===== src/rtl/dhke_pkg.sv =====
// shared constants for the diffie-hellman key exchange core
// no dependencies

package dhke_pkg;

  localparam int KEY_WIDTH_DEF = 32;

  // count of keys seen in the current set, saturating at two
  typedef logic [1:0] keys_cnt_t;

  localparam keys_cnt_t KEYS_NONE = 2'd0;
  localparam keys_cnt_t KEYS_ONE  = 2'd1;
  localparam keys_cnt_t KEYS_TWO  = 2'd2;

endpackage


===== src/rtl/diffie_hellman_key_exchange_core.sv =====
// diffie-hellman key exchange core: modular exponentiation on a shared
// add-and-reduce unit under a small sequencer; uses dhke_pkg
//
// usage:
//   in_*  stream carries one private key per item, in_tlast marks the final
//         key of a set. each item yields its public key generator^key mod
//         modulus (out_tuser 0). on a final item of a set with at least two
//         keys, a second item follows with the shared key (out_tuser 1),
//         second public key raised to the first private key. out_tlast
//         marks the last result of each input item.
//   cfg_* apb port holds modulus (offset 0) and generator (offset 4, or 8
//         when KEY_WIDTH exceeds 32). write only while the core is idle.
// operation:
//   one modular multiply does one double and one add step per multiplier
//   bit on the single add-and-reduce unit. one exponentiation is one
//   reduction multiply plus up to 2*KEY_WIDTH-1 multiplies; a final item
//   with a shared key costs two exponentiations. in_tready is high only
//   while idle. results sit in an output register: a stalled receiver
//   stalls the core only when the next result is ready to be loaded.
// reset: modulus 2, generator 0, key set empty, no result pending.

module diffie_hellman_key_exchange_core #(
  parameter int KEY_WIDTH = dhke_pkg::KEY_WIDTH_DEF,
  localparam int TDW    = ((KEY_WIDTH + 7) / 8) * 8,
  localparam int DW     = (KEY_WIDTH > 32) ? 64 : 32,
  localparam int ADDR_W = (KEY_WIDTH > 32) ? 4 : 3
) (
  input  logic              clk,
  input  logic              rst_n,
  // input stream
  input  logic              in_tvalid,
  output logic              in_tready,
  input  logic [TDW-1:0]    in_tdata,   // private_key
  input  logic              in_tlast,   // last_key
  // result stream
  output logic              out_tvalid,
  input  logic              out_tready,
  output logic [TDW-1:0]    out_tdata,  // value
  output logic              out_tuser,  // kind
  output logic              out_tlast,  // last_result
  // configuration
  input  logic              cfg_psel,
  input  logic              cfg_penable,
  input  logic              cfg_pwrite,
  input  logic [ADDR_W-1:0] cfg_paddr,
  input  logic [DW-1:0]     cfg_pwdata,
  output logic [DW-1:0]     cfg_prdata,
  output logic              cfg_pready
);

  import dhke_pkg::*;

  localparam int KW = KEY_WIDTH;
  localparam int CW = $clog2(KW);

  typedef enum logic [2:0] {
    S_IDLE,
    S_POW,
    S_BIT,
    S_SQR,
    S_MUL,
    S_EMIT
  } state_t;

  state_t          state_r, state_nxt;
  state_t          ret_r, ret_nxt;
  logic [KW-1:0]   modulus_r, modulus_nxt;
  logic [KW-1:0]   generator_r, generator_nxt;
  logic [KW-1:0]   first_private_r, first_private_nxt;
  logic [KW-1:0]   second_public_r, second_public_nxt;
  keys_cnt_t       keys_seen_r, keys_seen_nxt;
  logic [KW-1:0]   priv_r, priv_nxt;
  logic            last_r, last_nxt;
  logic            pow_sel_r, pow_sel_nxt;
  logic            shared_r, shared_nxt;
  logic [KW-1:0]   base_r, base_nxt;
  logic [KW-1:0]   exp_r, exp_nxt;
  logic [KW-1:0]   acc_r, acc_nxt;
  logic [KW-1:0]   sq_r, sq_nxt;
  logic [KW-1:0]   res_r, res_nxt;
  logic            res_kind_r, res_kind_nxt;
  logic            res_last_r, res_last_nxt;
  logic [KW-1:0]   ma_r, ma_nxt;
  logic [KW-1:0]   mb_r, mb_nxt;
  logic [KW-1:0]   mr_r, mr_nxt;
  logic            phase_r, phase_nxt;
  logic [CW-1:0]   cnt_r, cnt_nxt;
  logic            dest_sq_r, dest_sq_nxt;
  logic            out_valid_r, out_valid_nxt;
  logic [KW-1:0]   out_value_r, out_value_nxt;
  logic            out_kind_r, out_kind_nxt;
  logic            out_last_r, out_last_nxt;

  logic            cfg_wr;
  logic [KW-1:0]   u_x, u_y, u_res;
  logic [KW:0]     u_sum;
  logic            done;
  logic [KW-1:0]   done_val;
  keys_cnt_t       ks_inc;
  logic            will_share;

  assign cfg_pready = 1'b1;
  assign cfg_wr     = cfg_psel & cfg_penable & cfg_pwrite & cfg_pready;
  assign cfg_prdata = cfg_paddr[ADDR_W-1] ? DW'(generator_r) : DW'(modulus_r);

  assign in_tready  = (state_r == S_IDLE);
  assign out_tvalid = out_valid_r;
  assign out_tdata  = TDW'(out_value_r);
  assign out_tuser  = out_kind_r;
  assign out_tlast  = out_last_r;

  // shared add-and-reduce unit: (x + y) mod m for x, y below m
  assign u_x   = mr_r;
  assign u_y   = phase_r ? (mb_r[KW-1] ? ma_r : '0) : mr_r;
  assign u_sum = {1'b0, u_x} + {1'b0, u_y};
  assign u_res = (u_sum >= {1'b0, modulus_r}) ? KW'(u_sum - {1'b0, modulus_r})
                                                : u_sum[KW-1:0];

  always_comb begin
    state_nxt         = state_r;
    ret_nxt           = ret_r;
    modulus_nxt       = modulus_r;
    generator_nxt     = generator_r;
    first_private_nxt = first_private_r;
    second_public_nxt = second_public_r;
    keys_seen_nxt     = keys_seen_r;
    priv_nxt          = priv_r;
    last_nxt          = last_r;
    pow_sel_nxt       = pow_sel_r;
    shared_nxt        = shared_r;
    base_nxt          = base_r;
    exp_nxt           = exp_r;
    acc_nxt           = acc_r;
    sq_nxt            = sq_r;
    res_nxt           = res_r;
    res_kind_nxt      = res_kind_r;
    res_last_nxt      = res_last_r;
    ma_nxt            = ma_r;
    mb_nxt            = mb_r;
    mr_nxt            = mr_r;
    phase_nxt         = phase_r;
    cnt_nxt           = cnt_r;
    dest_sq_nxt       = dest_sq_r;
    out_valid_nxt     = out_valid_r & ~out_tready;
    out_value_nxt     = out_value_r;
    out_kind_nxt      = out_kind_r;
    out_last_nxt      = out_last_r;
    done              = 1'b0;
    done_val          = '0;
    ks_inc            = (keys_seen_r == KEYS_TWO) ? KEYS_TWO : keys_seen_r + KEYS_ONE;
    will_share       = last_r & (ks_inc == KEYS_TWO);

    if (cfg_wr) begin
      if (cfg_paddr[ADDR_W-1]) begin
        generator_nxt = cfg_pwdata[KW-1:0];
      end else begin
        modulus_nxt = cfg_pwdata[KW-1:0];
      end
    end

    unique case (state_r)
      S_IDLE: begin
        if (in_tvalid) begin
          priv_nxt    = in_tdata[KW-1:0];
          exp_nxt     = in_tdata[KW-1:0];
          base_nxt    = generator_r;
          last_nxt    = in_tlast;
          pow_sel_nxt = 1'b0;
          state_nxt   = S_POW;
        end
      end
      S_POW: begin
        if (modulus_r < KW'(2)) begin
          done = 1'b1;
        end else if (exp_r == '0) begin
          done     = 1'b1;
          done_val = KW'(1);
        end else begin
          // reduce the base: horner over its bits with multiplicand 1
          acc_nxt     = KW'(1);
          ma_nxt      = KW'(1);
          mb_nxt      = base_r;
          mr_nxt      = '0;
          phase_nxt   = 1'b0;
          cnt_nxt     = CW'(KW - 1);
          dest_sq_nxt = 1'b1;
          ret_nxt     = S_BIT;
          state_nxt   = S_MUL;
        end
      end
      S_BIT: begin
        if (exp_r[0]) begin
          ma_nxt      = acc_r;
          mb_nxt      = sq_r;
          mr_nxt      = '0;
          phase_nxt   = 1'b0;
          cnt_nxt     = CW'(KW - 1);
          dest_sq_nxt = 1'b0;
          ret_nxt     = S_SQR;
          state_nxt   = S_MUL;
        end else begin
          state_nxt = S_SQR;
        end
      end
      S_SQR: begin
        if (exp_r[KW-1:1] != '0) begin
          exp_nxt     = exp_r >> 1;
          ma_nxt      = sq_r;
          mb_nxt      = sq_r;
          mr_nxt      = '0;
          phase_nxt   = 1'b0;
          cnt_nxt     = CW'(KW - 1);
          dest_sq_nxt = 1'b1;
          ret_nxt     = S_BIT;
          state_nxt   = S_MUL;
        end else begin
          done     = 1'b1;
          done_val = acc_r;
        end
      end
      S_MUL: begin
        mr_nxt    = u_res;
        phase_nxt = ~phase_r;
        if (phase_r) begin
          mb_nxt  = mb_r << 1;
          cnt_nxt = cnt_r - CW'(1);
          if (cnt_r == '0) begin
            if (dest_sq_r) begin
              sq_nxt = u_res;
            end else begin
              acc_nxt = u_res;
            end
            state_nxt = ret_r;
          end
        end
      end
      S_EMIT: begin
        if (!out_valid_r || out_tready) begin
          out_valid_nxt = 1'b1;
          out_value_nxt = res_r;
          out_kind_nxt  = res_kind_r;
          out_last_nxt  = res_last_r;
          if (shared_r) begin
            shared_nxt  = 1'b0;
            pow_sel_nxt = 1'b1;
            base_nxt    = second_public_r;
            exp_nxt     = first_private_r;
            state_nxt   = S_POW;
          end else begin
            state_nxt = S_IDLE;
          end
        end
      end
      default: begin
        state_nxt = S_IDLE;
      end
    endcase

    if (done) begin
      res_nxt   = done_val;
      state_nxt = S_EMIT;
      if (!pow_sel_r) begin
        if (keys_seen_r == KEYS_NONE) begin
          first_private_nxt = priv_r;
        end else if (keys_seen_r == KEYS_ONE) begin
          second_public_nxt = done_val;
        end
        keys_seen_nxt = last_r ? KEYS_NONE : ks_inc;
        shared_nxt    = will_share;
        res_kind_nxt  = 1'b0;
        res_last_nxt  = ~will_share;
      end else begin
        shared_nxt   = 1'b0;
        res_kind_nxt = 1'b1;
        res_last_nxt = 1'b1;
      end
    end
  end

  always_ff @(posedge clk) begin
    if (!rst_n) begin
      state_r         <= S_IDLE;
      ret_r           <= S_IDLE;
      modulus_r       <= KW'(2);
      generator_r     <= '0;
      first_private_r <= '0;
      second_public_r <= '0;
      keys_seen_r     <= KEYS_NONE;
      shared_r        <= 1'b0;
      pow_sel_r       <= 1'b0;
      out_valid_r     <= 1'b0;
    end else begin
      state_r         <= state_nxt;
      ret_r           <= ret_nxt;
      modulus_r       <= modulus_nxt;
      generator_r     <= generator_nxt;
      first_private_r <= first_private_nxt;
      second_public_r <= second_public_nxt;
      keys_seen_r     <= keys_seen_nxt;
      shared_r        <= shared_nxt;
      pow_sel_r       <= pow_sel_nxt;
      out_valid_r     <= out_valid_nxt;
    end
    priv_r      <= priv_nxt;
    last_r      <= last_nxt;
    base_r      <= base_nxt;
    exp_r       <= exp_nxt;
    acc_r       <= acc_nxt;
    sq_r        <= sq_nxt;
    res_r       <= res_nxt;
    res_kind_r  <= res_kind_nxt;
    res_last_r  <= res_last_nxt;
    ma_r        <= ma_nxt;
    mb_r        <= mb_nxt;
    mr_r        <= mr_nxt;
    phase_r     <= phase_nxt;
    cnt_r       <= cnt_nxt;
    dest_sq_r   <= dest_sq_nxt;
    out_value_r <= out_value_nxt;
    out_kind_r  <= out_kind_nxt;
    out_last_r  <= out_last_nxt;
  end

endmodule

===== config.mk =====
export PLATFORM = sky130hd
export DESIGN_NAME = diffie_hellman_key_exchange_core
export DESIGN_NICKNAME = d
export VERILOG_FILES = /design/src/rtl/dhke_pkg.sv /design/src/rtl/diffie_hellman_key_exchange_core.sv
export SDC_FILE = /design/constraint.sdc
export NUM_CORES = 1
export LEC_CHECK = 0
export ABC_CLOCK_PERIOD_IN_PS = 7100
export BUFFER_PORTS_ARGS = -buffer_cell sky130_fd_sc_hd__buf_2
export CAP_MARGIN = 20
export CORE_MARGIN = 2
export CORE_UTILIZATION = 55
export DETAILED_ROUTE_END_ITERATION = 10
export PLACE_DENSITY = 0.79
export SYNTH_ARGS = -nofsm -noshare
export SYNTH_HDL_FRONTEND = slang
export SYNTH_SLANG_ARGS = --single-unit

===== constraint.sdc =====
create_clock -name clk -period 7.1 [get_ports clk]
set_input_delay 2.13 -clock clk [delete_from_list [all_inputs] [get_ports clk]]
set_output_delay 2.13 -clock clk [all_outputs]
set_load 0.01 [all_outputs]

==> reports/results.txt <==
outcome = finished, final reports clean
synth top area cells = edfxtp_1, dfxtp_1, nand2_1, a21oi_1, ha_1
Die Area = 41600 sq um
Worst Path Buf+Inv = 4
worst path required time = 7440 ps
vias in the first global route = 16419
Nets = 2402
CP startpoint kind = register
max frequency = 147.5 MHz
post-cts sizing count = 0
initial antenna violation count = 0
CTS buffer count = 49
Rows = 73
first drt pass iteration count = 5
Routed Antenna Nets = 0
Final Slew Violations = 0
clk sinks = 470
crit path to = mr_r[18]
# port buffers = 140
Post-synth EDFFs = 332
Setup TNS Final = 0 ps
GRT Total Usage = 29.02%
CTS tree = yes
Slew @ Worst Pin = 1088 ps
post-synthesis sequential area ratio = 57.90%
total gr overflow = 0
Hold Path Class = reg2reg
critical path arrival = 7120 ps
Max stage delay on crit path = 430 ps
critical path peak fanout = 18
CTS root buffer = clkbuf_16
RSZ-0062 raised after global routing = no
WL/cell = 21.56 microns
Setup Viol. Count Final = 0
Top delay family on crit path = compound AO/OA/AOI/OAI gates
Final Cycle Share = 95.50%
cell count after synthesis = 2139
die width = 204.0 microns
Hold Fails Final Rpt = 0
Syn Area/Cell = 10.28 sq um
min cycle time layout = 6781 ps
Critical Path Source = phase_r
Clock Tree Buf Depth = 3
Routability Congestion = 0.9796
Hold-fix buffers, CTS = 0
Max Cap Viol = 0
synth cell count leaders = nand2_1, edfxtp_1, a21oi_1, dfxtp_1, o21ai_0
Critical R2R Launch = phase_r
Slew Limit Headroom = 27.30%
Post-synth ARST share = 0%
proportion of netlist area held by the largest area contributor = 45.34%
R2R cell count = 26
first-pass GRT wire length = 92290 microns
top_reg_cell synth = edfxtp_1
via count = 16888
number of synthesis warnings = 0
reg2reg setup slack = 320 ps
Yosys cell types = 69
hpwl dp = 39760 microns
Worst Setup Path Type = reg2reg
post-synth top area cell = edfxtp_1
Synth Cell Area = 21990 sq um
htree depth = 2
clk_skew = 23.22 ps
Net Count, Synth = 2284
most common cell in the netlist = nand2_1
share of cells above drive strength 1 = 13.93%
Critical Path Stages = 26
initial DRC count = 1609
Die Span Y = 204.0 microns
drt drc = 0
final WL = 60860 microns
nature of the critical path endpoint = register
Boundary Pins = 144
largest net degree at the start of global routing = 85
slowest cell on the critical path = and2_1
Vias/cell = 5.982
FF+latch count, synth = 470
Layout Area Growth over Synthesis = 13.79%
clk_lat worst skew = 600 ps
Initial Util = 55.47%
Worst-path clk slew = 60 ps
Post-CTS Repair Setup Buffers = 0
antenna diode instance count = 0
CORE AREA = 39640 sq um
R2R Path End = mr_r[18]
[cell usage in the layout, fill, tap and decap left out, types with 8 or more instances in the layout]
cell type	synthesis	routed
inv_1	86	85
a21boi_0	9	9
edfxtp_1	332	332
a31oi_1	10	10
buf_4	1	36
nor3_1	9	9
a21oi_1	171	169
dfxtp_1	138	137
xnor2_1	40	40
ha_1	68	68
a22oi_1	62	62
o21ai_0	98	98
a21o_1	34	34
clkinv_2	0	8
clkbuf_16	0	54
nand2_1	593	593
buf_2	0	140
nand4_1	9	9
and2_1	45	43
and3_1	38	37
mux2_4	28	28
nand2b_1	12	11
nand3_1	17	17
xor2_1	23	23
mux2i_1	35	35
o21bai_1	9	9
nor4_1	17	17
nor2_1	65	59
[stage by stage]
step	cells	setup WS (ps)	cell area, sq um	util [%]	hold WS (ps)
2_1_floorplan	2139	985.5	21990	-	400.3
3_3_place_gp	2730	596.8	23240	58.63	403.6
3_5_place_dp	2731	413.3	23270	58.70	405.4
4_1_cts	2823	397.3	25020	63.12	419.8
5_1_grt	2823	61.47	25020	63.12	424.0
6_report	2823	319.4	25020	63.12	420.9
[logic make-up (layout without fill, tap and decap cells)]
group	count (synthesis)	in the layout	share of synthesized area, %
compound gates	439	439	12.13
xor+xnor	63	63	2.509
fa+ha+maj	70	70	4.051
buf+inv	196	355	3.465
flops	470	470	57.90
mux	67	67	3.710
other cells	1	1	0.01705
simple gates	833	833	16.22
[cell type report]
class                      instances  area, sq um
fill                            3115        14620
sequential                       470        12730
multi-input combinational       1473         8554
clock buffer                      60         1414
timing repair buffer             177        998.5
tap                              525        656.9
clock inverter                    32        337.8
inverter                          86        325.3
[state kept, by name (all words and copies together) (netlist names), 2 cells and up]
name             count
mr_r                32
first_private_r     32
sq_r                32
keys_seen_r          2
res_r               32
mb_r                32
modulus_r           32
state_r              3
second_public_r     32
generator_r         32
priv_r              32
exp_r               32
out_tdata           32
cnt_r                5
ma_r                32
ret_r                2
acc_r               32
base_r              32
[metal layers]
metal  GRT usage [%]  up-vias  wire, microns
li1                -     7724              -
met1           36.56     8225          23670
met2           49.51      771          29900
met3           3.571      168           4210
met4           14.62        0           3074
met5               0        -              0
[worst min-delay path by stage]
stage | start | to | slack, ps | cells past startpoint
floorplan | res_r[0] | out_tdata[0] | 400 | 0
global placement | res_last_r | out_tlast | 400 | 0
detailed placement | res_r[21] | out_tdata[21] | 410 | 0
CTS | res_r[1] | out_tdata[1] | 420 | 0
global route | res_r[24] | out_tdata[24] | 420 | 0
finish | res_r[1] | out_tdata[1] | 420 | 0
Power is not shown: default switching activity piles up to over one toggle a cycle in this logic, so the estimate is an artifact.
